--- config.mk ---
export PLATFORM = sky130hd
export DESIGN_NAME = keyed_fifo_with_replace
export DESIGN_NICKNAME = d
export VERILOG_FILES = /design/src/hw/rtl/kfr_pkg.sv /design/src/hw/rtl/keyed_fifo_with_replace.sv
export SDC_FILE = /design/constraint.sdc
export NUM_CORES = 1
export LEC_CHECK = 0
export BUFFER_PORTS_ARGS = -buffer_cell sky130_fd_sc_hd__buf_2
export CAP_MARGIN = 0
export CORE_MARGIN = 4
export CORE_UTILIZATION = 50
export DETAILED_ROUTE_END_ITERATION = 8
export PLACE_DENSITY_LB_ADDON = 0.15
export SLEW_MARGIN = 20
export SYNTH_ARGS = -nofsm -noshare
export SYNTH_HDL_FRONTEND = slang
export SYNTH_SLANG_ARGS = --single-unit
--- constraint.sdc ---
create_clock -name clk -period 5.48 [get_ports clk]
set_input_delay 1.096 -clock clk [delete_from_list [all_inputs] [get_ports clk]]
set_output_delay 1.096 -clock clk [all_outputs]
set_load 0.01 [all_outputs]
--- src/hw/rtl/kfr_pkg.sv ---
package kfr_pkg;

  localparam int KEY_W = 24;
  localparam int PAY_W = 32;
  localparam int CAP_W = 4;
  localparam int CNT_W = 4;
  localparam int APB_DW = 32;
  localparam int APB_AW = 3;

  localparam logic [CAP_W-1:0] CAP_RESET = 4'd5;
  localparam logic [APB_AW-1:0] ADDR_CAP = 3'd0;

  typedef enum logic [1:0] {
    OP_PUSH    = 2'd0,
    OP_REPLACE = 2'd1,
    OP_POP     = 2'd2,
    OP_LOOKUP  = 2'd3
  } op_t;

  typedef enum logic [1:0] {
    STAT_OK        = 2'd0,
    STAT_FULL      = 2'd1,
    STAT_EMPTY     = 2'd2,
    STAT_NOT_FOUND = 2'd3
  } status_t;

  typedef enum logic [3:0] {
    ST_IDLE,
    ST_SCAN_RD,
    ST_SCAN_CMP,
    ST_POP_CAP,
    ST_SHIFT_RD,
    ST_SHIFT_WR,
    ST_APPEND,
    ST_HEAD_RD,
    ST_DONE
  } state_t;

endpackage

--- src/hw/rtl/keyed_fifo_with_replace.sv ---
// Keyed FIFO: a bounded queue of key/payload items with push, replace-by-key, pop and
// lookup. One command is accepted when start is high and busy is low; busy then stays
// high until the result has been shown. Each command runs on one key comparator and one
// single-read-port storage array; each entry scanned passes a read state and a compare
// state, and each entry moved when a gap is closed passes a read and a write state. A
// lookup scans to the first match or the end; a push scans the same way, then appends; a
// replace scans, closes the gap at a match, then appends; a pop takes the head and closes
// the gap (an empty queue only reports). The result sits on the out_ ports for exactly
// one cycle, marked by out_valid, and cannot be held off: the receiver must take it in
// that cycle.
module keyed_fifo_with_replace #(
  parameter int DEPTH = 8
) (
  input  logic                              clk,
  input  logic                              rst_n,

  input  logic                              start,
  output logic                              busy,
  input  logic [1:0]                        in_op,
  input  logic [kfr_pkg::KEY_W-1:0]         in_key,
  input  logic [kfr_pkg::PAY_W-1:0]         in_payload,

  output logic                              out_valid,
  output logic [1:0]                        out_status,
  output logic                              out_found,
  output logic [kfr_pkg::KEY_W-1:0]         out_key,
  output logic [kfr_pkg::PAY_W-1:0]         out_payload,
  output logic [kfr_pkg::CNT_W-1:0]         out_count,
  output logic                              out_head_valid,
  output logic [kfr_pkg::KEY_W-1:0]         out_head_key,
  output logic [kfr_pkg::PAY_W-1:0]         out_head_payload,

  input  logic                              psel,
  input  logic                              penable,
  input  logic                              pwrite,
  input  logic [kfr_pkg::APB_AW-1:0]        paddr,
  input  logic [kfr_pkg::APB_DW-1:0]        pwdata,
  output logic [kfr_pkg::APB_DW-1:0]        prdata,
  output logic                              pready
);

  localparam int IDX_W = $clog2(DEPTH);
  localparam int OCC_W = $clog2(DEPTH + 1);
  localparam int CMP_W = (OCC_W > kfr_pkg::CAP_W) ? OCC_W : kfr_pkg::CAP_W;

  logic [kfr_pkg::KEY_W-1:0] mem_key [DEPTH];
  logic [kfr_pkg::PAY_W-1:0] mem_pay [DEPTH];

  kfr_pkg::state_t  state_r, state_nxt;
  kfr_pkg::op_t     op_r, op_nxt;
  kfr_pkg::status_t status_r, status_nxt;
  logic                      found_r, found_nxt;
  logic [kfr_pkg::KEY_W-1:0] key_r, key_nxt;
  logic [kfr_pkg::PAY_W-1:0] pay_r, pay_nxt;
  logic [kfr_pkg::KEY_W-1:0] okey_r, okey_nxt;
  logic [kfr_pkg::PAY_W-1:0] opay_r, opay_nxt;
  logic [OCC_W-1:0]          idx_r, idx_nxt;
  logic [OCC_W-1:0]          occ_r, occ_nxt;
  logic [kfr_pkg::CAP_W-1:0] cap_r;
  logic [kfr_pkg::KEY_W-1:0] rd_key_r;
  logic [kfr_pkg::PAY_W-1:0] rd_pay_r;

  logic                      wr_en;
  logic [IDX_W-1:0]          wr_addr;
  logic [kfr_pkg::KEY_W-1:0] wr_key;
  logic [kfr_pkg::PAY_W-1:0] wr_pay;
  logic [IDX_W-1:0]          rd_addr;
  logic [OCC_W-1:0]          idx_inc;
  logic                      full;
  logic                      accept;
  logic                      cfg_wr;

  assign accept  = start && !busy;
  assign idx_inc = idx_r + OCC_W'(1);
  assign full    = (CMP_W'(occ_r) >= CMP_W'(cap_r)) || (occ_r == OCC_W'(DEPTH));

  assign pready = 1'b1;
  assign cfg_wr = psel && penable && pwrite && pready;
  assign prdata = (paddr[kfr_pkg::APB_AW-1] == kfr_pkg::ADDR_CAP[kfr_pkg::APB_AW-1])
                  ? kfr_pkg::APB_DW'(cap_r) : '0;

  always_ff @(posedge clk) begin
    if (!rst_n) begin
      cap_r <= kfr_pkg::CAP_RESET;
    end else if (cfg_wr &&
                 paddr[kfr_pkg::APB_AW-1] == kfr_pkg::ADDR_CAP[kfr_pkg::APB_AW-1]) begin
      cap_r <= pwdata[kfr_pkg::CAP_W-1:0];
    end
  end

  always_ff @(posedge clk) begin
    if (wr_en) begin
      mem_key[wr_addr] <= wr_key;
      mem_pay[wr_addr] <= wr_pay;
    end
    rd_key_r <= mem_key[rd_addr];
    rd_pay_r <= mem_pay[rd_addr];
  end

  always_ff @(posedge clk) begin
    if (!rst_n) begin
      state_r <= kfr_pkg::ST_IDLE;
      occ_r   <= '0;
    end else begin
      state_r <= state_nxt;
      occ_r   <= occ_nxt;
    end
  end

  always_ff @(posedge clk) begin
    op_r     <= op_nxt;
    status_r <= status_nxt;
    found_r  <= found_nxt;
    key_r    <= key_nxt;
    pay_r    <= pay_nxt;
    okey_r   <= okey_nxt;
    opay_r   <= opay_nxt;
    idx_r    <= idx_nxt;
  end

  always_comb begin
    state_nxt  = state_r;
    op_nxt     = op_r;
    status_nxt = status_r;
    found_nxt  = found_r;
    key_nxt    = key_r;
    pay_nxt    = pay_r;
    okey_nxt   = okey_r;
    opay_nxt   = opay_r;
    idx_nxt    = idx_r;
    occ_nxt    = occ_r;
    wr_en      = 1'b0;
    wr_addr    = idx_r[IDX_W-1:0];
    wr_key     = rd_key_r;
    wr_pay     = rd_pay_r;
    rd_addr    = '0;

    unique case (state_r)
      kfr_pkg::ST_IDLE: begin
        if (accept) begin
          op_nxt     = kfr_pkg::op_t'(in_op);
          key_nxt    = in_key;
          pay_nxt    = in_payload;
          status_nxt = kfr_pkg::STAT_OK;
          found_nxt  = 1'b0;
          okey_nxt   = '0;
          opay_nxt   = '0;
          idx_nxt    = '0;
          if (kfr_pkg::op_t'(in_op) == kfr_pkg::OP_POP) begin
            if (occ_r == '0) begin
              status_nxt = kfr_pkg::STAT_EMPTY;
              state_nxt  = kfr_pkg::ST_HEAD_RD;
            end else begin
              state_nxt = kfr_pkg::ST_POP_CAP;
            end
          end else begin
            state_nxt = kfr_pkg::ST_SCAN_RD;
          end
        end
      end
      kfr_pkg::ST_SCAN_RD: begin
        rd_addr = idx_r[IDX_W-1:0];
        if (idx_r == occ_r) begin
          if (op_r == kfr_pkg::OP_LOOKUP) begin
            status_nxt = kfr_pkg::STAT_NOT_FOUND;
            state_nxt  = kfr_pkg::ST_HEAD_RD;
          end else begin
            state_nxt = kfr_pkg::ST_APPEND;
          end
        end else begin
          state_nxt = kfr_pkg::ST_SCAN_CMP;
        end
      end
      kfr_pkg::ST_SCAN_CMP: begin
        if (rd_key_r == key_r) begin
          found_nxt = 1'b1;
          case (op_r)
            kfr_pkg::OP_REPLACE: state_nxt = kfr_pkg::ST_SHIFT_RD;
            kfr_pkg::OP_LOOKUP:  state_nxt = kfr_pkg::ST_HEAD_RD;
            default:             state_nxt = kfr_pkg::ST_APPEND;
          endcase
        end else begin
          idx_nxt   = idx_inc;
          state_nxt = kfr_pkg::ST_SCAN_RD;
        end
      end
      kfr_pkg::ST_POP_CAP: begin
        okey_nxt  = rd_key_r;
        opay_nxt  = rd_pay_r;
        state_nxt = kfr_pkg::ST_SHIFT_RD;
      end
      kfr_pkg::ST_SHIFT_RD: begin
        rd_addr = idx_inc[IDX_W-1:0];
        if (idx_inc < occ_r) begin
          state_nxt = kfr_pkg::ST_SHIFT_WR;
        end else begin
          occ_nxt   = occ_r - OCC_W'(1);
          state_nxt = (op_r == kfr_pkg::OP_POP) ? kfr_pkg::ST_HEAD_RD : kfr_pkg::ST_APPEND;
        end
      end
      kfr_pkg::ST_SHIFT_WR: begin
        wr_en     = 1'b1;
        idx_nxt   = idx_inc;
        state_nxt = kfr_pkg::ST_SHIFT_RD;
      end
      kfr_pkg::ST_APPEND: begin
        if (full) begin
          status_nxt = kfr_pkg::STAT_FULL;
        end else begin
          wr_en   = 1'b1;
          wr_addr = occ_r[IDX_W-1:0];
          wr_key  = key_r;
          wr_pay  = pay_r;
          occ_nxt = occ_r + OCC_W'(1);
        end
        state_nxt = kfr_pkg::ST_HEAD_RD;
      end
      kfr_pkg::ST_HEAD_RD: begin
        state_nxt = kfr_pkg::ST_DONE;
      end
      kfr_pkg::ST_DONE: begin
        state_nxt = kfr_pkg::ST_IDLE;
      end
      default: begin
        state_nxt = kfr_pkg::ST_IDLE;
      end
    endcase
  end

  assign busy             = (state_r != kfr_pkg::ST_IDLE);
  assign out_valid        = (state_r == kfr_pkg::ST_DONE);
  assign out_status       = status_r;
  assign out_found        = found_r;
  assign out_key          = okey_r;
  assign out_payload      = opay_r;
  assign out_count        = kfr_pkg::CNT_W'(occ_r);
  assign out_head_valid   = (occ_r != '0);
  assign out_head_key     = (occ_r != '0) ? rd_key_r : '0;
  assign out_head_payload = (occ_r != '0) ? rd_pay_r : '0;

  a_strobe_single: assert property (@(posedge clk) disable iff (!rst_n)
    out_valid |=> !out_valid)
    else $error("result strobe held longer than one cycle");

  a_occ_bound: assert property (@(posedge clk) disable iff (!rst_n)
    occ_r <= OCC_W'(DEPTH))
    else $error("occupancy above depth");

  a_accept_busy: assert property (@(posedge clk) disable iff (!rst_n)
    accept |=> busy)
    else $error("accepted item did not raise busy");

endmodule
==> out/qor.yml, run 1 <==
status: "finished clean"
gr-total-overflow: 0
timing.critical_path.arrival_ns: 4.30
via_count: 18120
totalPowerFinal_mw: 19.62
antenna_cells_inserted: 0
crit_chain: "inv_1 > ha_1 > nor2b_1 > o21ai_0 > a2111o_2 > buf_4 > mux2_1"
criticalPathCategory: "flop to flop"
startpoint_type: "flop"
final_max_slew_viol_count: 0
setup_violations: 0
seq_area_frac_synth: 0.6647
flip_flop_and_latch_count_after_synthesis: 637
regArea_um2: 18460
p_per_area_nw_per_um2: 621.7
post_synth_instance_area_um2: 27760
share_of_post_route_cells_with_drive_strength_above_1: 0.2043
finalHoldViolations: 0
cts.path.max_buffers: 3
clkSinkCount: 637
detailedRoute.firstIterationViolations: 1926
globalplace.congestion: 0.8232
top_signal_layer_used: "met4"
critical_path.max_stage_delay_ns: 0.93
post-cts-setup-buffer-count: 0
fp.dieArea_um2: 59340
floorplan.rows: 86
synth_area_leaders: "edfxtp_1, dfxtp_1, mux2i_1"
worst_ep_required_time_ns: 5.78
largest_area_contributor_in_the_netlist: "edfxtp_1"
grt_setup_unrepaired: "false"
yosys_warns: 0
design.final.nets: 2141
grt_start_max_net_pins: 126
synth_largest_type_area_fraction: 0.6156
syn_inst: 1897
post_synth_most_frequent_cells: "edfxtp_1, mux2i_1, o211ai_1, o32ai_1, clkbuf_1"
clock_tree.htree_level_count: 3
synth_enable_flop_cells: 569
cts.hold.buffers_added: 0
final-instance-count-excl-fill: 2828
placedCellCount: 2708
timing.final.crit_period_ns: 3.993
vias_in_the_first_global_route: 17980
cts.repair.resized: 0
hold_depth: 2
number_of_antenna_violations_at_the_first_check_in_global_routing: 0
die_height_um: 243.6
length_of_the_first_detailed_routing_pass_in_iterations: 5
cellLeakagePower_nw: 10.50
track_usage: 0.2464
clockRootBuffer: "clkbuf_16"
reg2regPathDepth: 7
route.detailed.drc: 0
fp.dieW_um: 243.6
port_buffers: 194
endpoint_kind: "flop"
maxCapViolCount: 0
io_pins: 254
clkTransAtPathRegs_ns: 0.06
detail_route.vias_per_cell: 6.408
clock_skew_ns: 0.02453
max-vdd-ir-drop_v: 0.0004583
detailroute.wirelength.met2_mm: 34.84
grt_first_pass_wirelength_mm: 112.3
async_flop_share: 0
postRouteWirelength_mm: 75.30
synth_flop_cell: "edfxtp_1"
fmax_mhz: 250.4
wl_per_cell_um: 26.63
finalSetupTns_ns: 0
clock_insertion_delay_worst_skew_ns: 0.60
critical_path.max_fanout: 44
start_util: 0.5048
worst_pin_slew_ns: 1.152
hpwlAfterDp_mm: 39.31
postRouteAntennaNets: 0
filler_cell_count: 4252
area_delta_synth_final_pct: 13.68
tritoncts: "done"
relSlewSlack: 0.2303
area_used_by_multi_input_combinational_logic_um2: 8524
met3RoutedLength_mm: 6.647
synthDistinctLibCells: 62
core_area_um2: 54990
postSynthAreaPerCell_um2: 14.63
hold_path_class: "flop to flop"
cts_inserted_buffers: 67
met1_length_mm: 31.99
critical-path-slowest-cell: "buf_4"
crit_share_post_route: 0.7287
most_instantiated_library_cell_after_synthesis: "edfxtp_1"
-- final timing paths --
check	start	endpoint	slack [ns]
max	out_count[0]	mem_key[7][20]	1.49
min	cap_r[1]	cap_r[1]	0.51
max reg2reg	out_count[0]	mem_key[7][20]	1.49
min reg2reg	cap_r[1]	cap_r[1]	0.51
-- cell type report --
| type | count | area share |
|---|---|---|
| Sequential cell | 637 | 0.5849 |
| Clock inverter | 26 | 0.006939 |
| Inverter | 16 | 0.001983 |
| Clock buffer | 93 | 0.06210 |
| Multi-Input combinational cell | 1075 | 0.2702 |
| Timing Repair Buffer | 233 | 0.04425 |
| Tap cell | 748 | 0.02966 |
-- logic make-up after synthesis --
family                     count (synthesis)  share of synthesized area
buffers and inverters                    212                    0.03787
xor gates and xnor gates                  31                   0.009782
other                                      2                  0.0002706
AOI/OAI and AO/OA                        492                     0.1442
DFF                                      637                     0.6647
adders and majority gates                 12                   0.005680
and+or+nand+nor                          335                    0.06469
muxes                                    176                    0.07289
-- sequential cells by signal (all words and copies together), names as in the netlist --
name / cells
rd_key_r: 24
mem_pay: 256
rd_pay_r: 32
op_r: 2
out_count: 4
out_found: 1
cap_r: 4
out_status: 2
idx_r: 4
state_r: 4
pay_r: 32
mem_key: 192
out_payload: 32
out_key: 24
key_r: 24
-- worst max-delay path, delay by kind of cell (launching register included) --
family | cells | cell delay, ns
compound gates | 2 | 1.14
fa+ha+maj | 1 | 0.31
buf+inv | 2 | 1.10
flops | 1 | 0.53
mux | 1 | 0.49
simple gates | 1 | 0.04
-- report_power, final --
part,switching [mW],internal (mW),leakage (nW)
logic,5.17,2.69,3.65
registers,0.586,6.67,5.78
clock network,1.86,2.64,1.07
-- through the flow --
| stage | worst slack [ns] | utilization | hold WS, ns | cell area (µm²) |
|---|---|---|---|---|
| floorplan | 0.1837 | - | 0.4622 | 27860 |
| CTS | 1.488 | 0.5733 | 0.5052 | 31530 |
| global route | 1.285 | 0.5738 | 0.5300 | 31550 |
| finish | 1.487 | 0.5738 | 0.5106 | 31550 |
| detailed placement | 1.513 | 0.5337 | 0.4935 | 29350 |
| global placement | 1.583 | 0.5337 | 0.4779 | 29350 |
-- routing by layer --
| layer | vias to the layer above | track usage |
|---|---|---|
| li1 | 7881 | - |
| met1 | 9151 | 0.3550 |
| met2 | 968 | 0.3862 |
| met3 | 122 | 0.04050 |
| met4 | 0 | 0.08101 |
| met5 | - | 0 |
-- cell usage in the layout, fill, tap and decap left out, drive strengths merged, types with 8 or more instances in the layout --
cell     count
edfxtp     569
buf        233
mux2i      117
a32oi       55
conb        29
nor4         8
o21ai        9
clkinv      20
a21oi       22
nand2       74
nor3         8
a22oi       55
o221ai      56
a2bb2oi     55
xor2        10
inv         16
and2        57
nor2        27
dfxtp       68
o211ai     112
o32ai      110
nor2b       67
mux2        59
clkbuf      93
nand3       66
ha          11
xnor2       21
No activity file was read; power rests on OpenSTA's default activity.
==> inputs of run 2 (changes only) <==
clock period = 3.3 ns   (was 5.48 ns; I/O delays follow)
==> run 2 against run 1 <==
Net effect:
- die area unchanged
- clock-buffer cell count unchanged
- clock power up 82%
- setup slack worse by 1.3 ns
==> out/qor.yml, run 2 (synthesized netlist as in run 1, its figures left out) <==
status: "finished clean"
die_height_um: 243.6
reg2regPathDepth: 8
area_delta_synth_final_pct: 16.27
pre_cts_ws_ns: 0.2836
postRouteAntennaNets: 0
fp.dieArea_um2: 59340
port_buffers: 194
r2r-start: "out_count[0]"
final_cell_mix: "edfxtp_1, buf_2, mux2i_1, o211ai_1, o32ai_1"
clock_tree.htree_level_count: 3
finalHoldViolations: 0
share_of_post_route_cells_with_drive_strength_above_1: 0.2185
maxCapViolCount: 0
biggestRegsByFlops: "mem_pay: 256 flops, mem_key: 192 flops"
startpoint_type: "flop"
clkTransAtPathRegs_ns: 0.06
rrSetupSlack_ns: 0.24
length_of_the_first_detailed_routing_pass_in_iterations: 6
clockRootBuffer: "clkbuf_16"
wl_per_cell_um: 25.79
filler_cell_count: 4217
hold_path.startpoint: "in_payload[5]"
worst_pin_slew_ns: 0.9533
critical_path.max_fanout: 60
floorplan.rows: 86
timing.critical_path.arrival_ns: 2.48
largest_register_by_flop_count: "mem_pay"
clock_skew_ns: 0.02155
timing.rr.end: "mem_key[6][19]"
cts.path.max_buffers: 3
largest_register_ffs: 256
core_area_um2: 54990
p_per_area_nw_per_um2: 1041
endpoint_kind: "output pin"
grt_start_max_net_pins: 69
start_util: 0.5048
track_usage: 0.2428
final_max_slew_viol_count: 0
final_util: 0.5869
antenna_cells_inserted: 0
max-vdd-ir-drop_v: 0.0009180
cellLeakagePower_nw: 10.82
setup_violations: 0
gr-total-overflow: 0
timing.final.crit_period_ns: 3.144
io_pins: 254
cts.hold.buffers_added: 0
route.detailed.drc: 0
mostFrequentLayoutCell: "edfxtp_1"
worst_ep_required_time_ns: 2.64
globalplace.congestion: 0.8291
cts.repair.resized: 0
hpwlAfterDp_mm: 42.07
hold_path_class: "input pin to flop"
fmax_mhz: 318.1
detail_route.vias_per_cell: 6.335
post-cts-setup-buffer-count: 0
postRouteWirelength_mm: 74.08
clock_insertion_delay_worst_skew_ns: 0.61
grt_setup_unrepaired: "false"
finalSetupTns_ns: 0
relSlewSlack: 0.3644
crit_share_post_route: 0.9526
area_used_by_multi_input_combinational_logic_um2: 8524
layout_setup_ws_ns: 0.1564
fp.dieW_um: 243.6
design.final.nets: 2178
grt_first_pass_wirelength_mm: 111.4
vias_in_the_first_global_route: 18310
via_count: 18190
regArea_um2: 18460
number_of_antenna_violations_at_the_first_check_in_global_routing: 0
hold_depth: 1
timing.hold.worst_endpoint: "pay_r[5]"
criticalPathCategory: "flop to output pin"
clkSinkCount: 637
detailedRoute.firstIterationViolations: 1917
tritoncts: "done"
cts_inserted_buffers: 70
-- run 2: where the power goes --
part | switching [mW] | internal, mW
Sequential | 0.904 | 11.1
Clock | 3.17 | 5.02
Combinational | 8.66 | 4.77
Total | 12.7 | 20.9
-- run 2: through the flow --
stage | total power, mW | std cells | instance area (µm²) | hold WS (ns)
floorplan | 20.40 | 1924 | 27920 | 0.4622
global placement | 25.05 | 2743 | 29850 | 0.4783
detailed placement | 25.41 | 2743 | 29850 | 0.4888
CTS | 33.67 | 2872 | 32270 | 0.1896
global route | 35.14 | 2872 | 32270 | 0.2056
finish | 33.60 | 2872 | 32270 | 0.2278
-- run 2: worst max-delay path by stage --
stage	start	endpoint	slack, ns	cells past startpoint
after global placement	out_count[0]	mem_key[6][20]	0.33	8
after floorplan	out_count[2]	mem_key[1][0]	0.02	8
after detailed placement	out_count[0]	mem_key[6][15]	0.28	8
final	state_r[0]	out_valid	0.16	4
after CTS	state_r[0]	out_valid	0.20	4
after global routing	out_count[0]	mem_key[5][18]	0.02	8
-- run 2: layout make-up --
type,instances,area share
Inverter,16,0.001939
Clock inverter,36,0.01617
Timing Repair Buffer,267,0.05792
Multi-Input combinational cell,1075,0.2642
Clock buffer,93,0.05889
Tap cell,748,0.02900
Sequential cell,637,0.5719
-- run 2: layer usage --
| layer | GRT usage | routed length, µm | vias to the layer above |
|---|---|---|---|
| met5 | 0 | 0 | - |
| met3 | 0.04138 | 5849 | 151 |
| li1 | - | - | 7983 |
| met1 | 0.3403 | 31570 | 9146 |
| met2 | 0.3880 | 34660 | 914 |
| met4 | 0.08456 | 2001 | 0 |
-- run 2: worst max-delay path: stages, from the launching register on --
cell and delay, ns:
dfxtp_4 0.47, clkinv_2 0.12, buf_4 0.76, and3_1 0.34, buf_2 0.16
==> inputs of run 3 (changes only) <==
--- a/config.mk
+++ b/config.mk
@@ -11,4 +11,5 @@
 export CORE_UTILIZATION = 50
 export DETAILED_ROUTE_END_ITERATION = 8
+export GPL_TIMING_DRIVEN = 0
 export PLACE_DENSITY_LB_ADDON = 0.15
 export SLEW_MARGIN = 20
==> constraint.sdc (replaced) <==
create_clock -name clk -period 3.3 [get_ports clk]
set_input_delay 0.165 -clock clk [delete_from_list [all_inputs] [get_ports clk]]
set_output_delay 0.165 -clock clk [all_outputs]
set_load 0.01 [all_outputs]
==> run 3 against run 2 <==
Net effect:
- via count rose by 5.2%
- utilization grew 2.3 points
- setup slack worse by 0.064 ns
- sequential share of layout area decreased by 2.1 points
- sequential power barely moved
- flip-flop and latch count unchanged
- worst hold slack worse by 0.11 ns
- critical path type unchanged
==> out/qor.yml, run 3 (synthesized netlist as in run 1, its figures left out) <==
design.final.nets: 2404
grt_setup_unrepaired: "false"
criticalPathCategory: "flop to output pin"
track_usage: 0.2636
io_pins: 254
clockRootBuffer: "clkbuf_16"
share_of_post_route_cells_with_drive_strength_above_1: 0.2135
route.detailed.drc: 0
placedCellCount: 2892
endpoint_kind: "output pin"
fp.dieW_um: 243.6
clock_skew_ns: 0.02204
worst_pin_slew_ns: 0.8844
largest_register_by_flop_count: "mem_pay"
hpwlAfterDp_mm: 52.22
final_cell_mix: "edfxtp_1, buf_2, mux2i_1, o211ai_1, o32ai_1"
timing.final.crit_period_ns: 3.207
worst_ep_required_time_ns: 3.13
tritoncts: "done"
clock_tree.htree_level_count: 3
via_count: 19150
area_delta_synth_final_pct: 20.76
grt_start_max_net_pins: 42
cellLeakagePower_nw: 11.44
gr-total-overflow: 0
startpoint_type: "flop"
finalHoldViolations: 0
setup_violations: 0
vias_in_the_first_global_route: 19350
p_per_area_nw_per_um2: 1006
area_used_by_multi_input_combinational_logic_um2: 8449
timing.critical_path.arrival_ns: 3.04
number_of_antenna_violations_at_the_first_check_in_global_routing: 0
maxCapViolCount: 0
regArea_um2: 18450
totalPowerFinal_mw: 33.72
critical_path.max_fanout: 10
mostFrequentLayoutCell: "edfxtp_1"
floorplan.rows: 86
start_util: 0.5048
postLayoutCellArea_um2: 33520
wl_per_cell_um: 25.67
cts_inserted_buffers: 68
crit_share_post_route: 0.9719
clock_insertion_delay_worst_skew_ns: 0.60
grt_first_pass_wirelength_mm: 120.0
filler_cell_count: 4194
biggestRegsByFlops: "mem_pay: 256 flops, mem_key: 192 flops"
clkTransAtPathRegs_ns: 0.06
final-instance-count-excl-fill: 3097
finalSetupTns_ns: 0
relSlewSlack: 0.4055
core_area_um2: 54990
final_max_slew_viol_count: 0
layout_setup_ws_ns: 0.09285
detailedRoute.firstIterationViolations: 2418
fmax_mhz: 311.8
detail_route.vias_per_cell: 6.182
length_of_the_first_detailed_routing_pass_in_iterations: 6
status: "finished clean"
hold_path_class: "input pin to flop"
fp.dieArea_um2: 59340
postPlaceCellArea_um2: 30470
max-vdd-ir-drop_v: 0.0005505
postRouteWirelength_mm: 79.50
pre_cts_ws_ns: -0.3347
postRouteAntennaNets: 0
largest_register_ffs: 256
globalplace.congestion: 0.8800
cts.path.max_buffers: 3
port_buffers: 194
die_height_um: 243.6
clkSinkCount: 637
[run 3: cell count changes in the layout (fill, tap and decap cells not counted), moves of 13 or more]
cell	before	now
buf_12	28	15
dlygate4sd3_1	0	65
buf_16	0	15
buf_2	194	234
clkbuf_1	19	109
[run 3: worst paths after layout]
path                              startpoint                  end  slack (ns)  cells past startpoint
worst max-delay path            out_count[1]  out_head_payload[6]        0.09                      7
worst min-delay path                  pwrite             cap_r[1]        0.11                      4
worst max register to register  out_count[0]       mem_key[0][22]        0.10                      9
worst min register to register      cap_r[1]             cap_r[1]        0.50                      2
[run 3: per-stage QoR]
| stage | util | hold slack (ns) |
|---|---|---|
| CTS | 0.6087 | 0.08746 |
| global placement | 0.5425 | 0.3426 |
| finish | 0.6096 | 0.1135 |
| floorplan | - | 0.2269 |
| detailed placement | 0.5542 | 0.3431 |
| global route | 0.6095 | 0.1581 |
[run 3: timing repair]
action	4_1_cts	5_1_grt
setup buffers	11	3
pin swaps	7	1
hold buffers	65	0
resized for setup	4	6
endpoints found under the hold margin	66	0
endpoints found under the setup margin	393	248
[run 3: power by group]
| group | internal (mW) | switching [mW] | leakage [nW] |
|---|---|---|---|
| Sequential | 11.1 | 0.731 | 5.78 |
| Combinational | 4.94 | 9.42 | 4.58 |
| Clock | 4.48 | 3.09 | 1.08 |
[run 3: cell type report]
cell class,instances,share of cell area
Tap cell,748,0.02792
Clock buffer,95,0.05876
Buffer,196,0.02983
Multi-Input combinational cell,1075,0.2521
Clock inverter,29,0.007018
Timing Repair Buffer,299,0.07190
Inverter,16,0.001867
Antenna cell,2,0.0001493
Sequential cell,637,0.5505
[run 3: metal layers]
| metal | wire length [µm] | share of wire | global-route usage | up-vias |
|---|---|---|---|---|
| met3 | 7614 | 0.096 | 0.04931 | 174 |
| met2 | 36520 | 0.46 | 0.4160 | 1054 |
| met1 | 33070 | 0.42 | 0.3720 | 9511 |
| met4 | 2287 | 0.029 | 0.08911 | 0 |
| li1 | - | - | - | 8407 |
| met5 | 0 | 0 | 0 | - |
[run 3: worst max-delay path: stages, from the launching register on]
cell      delay [ns]
dfxtp_1         0.36
buf_2           0.20
nor4_2          0.54
buf_4           0.27
clkbuf_4        0.35
clkbuf_1        0.42
nor2b_1         0.10
buf_2           0.16
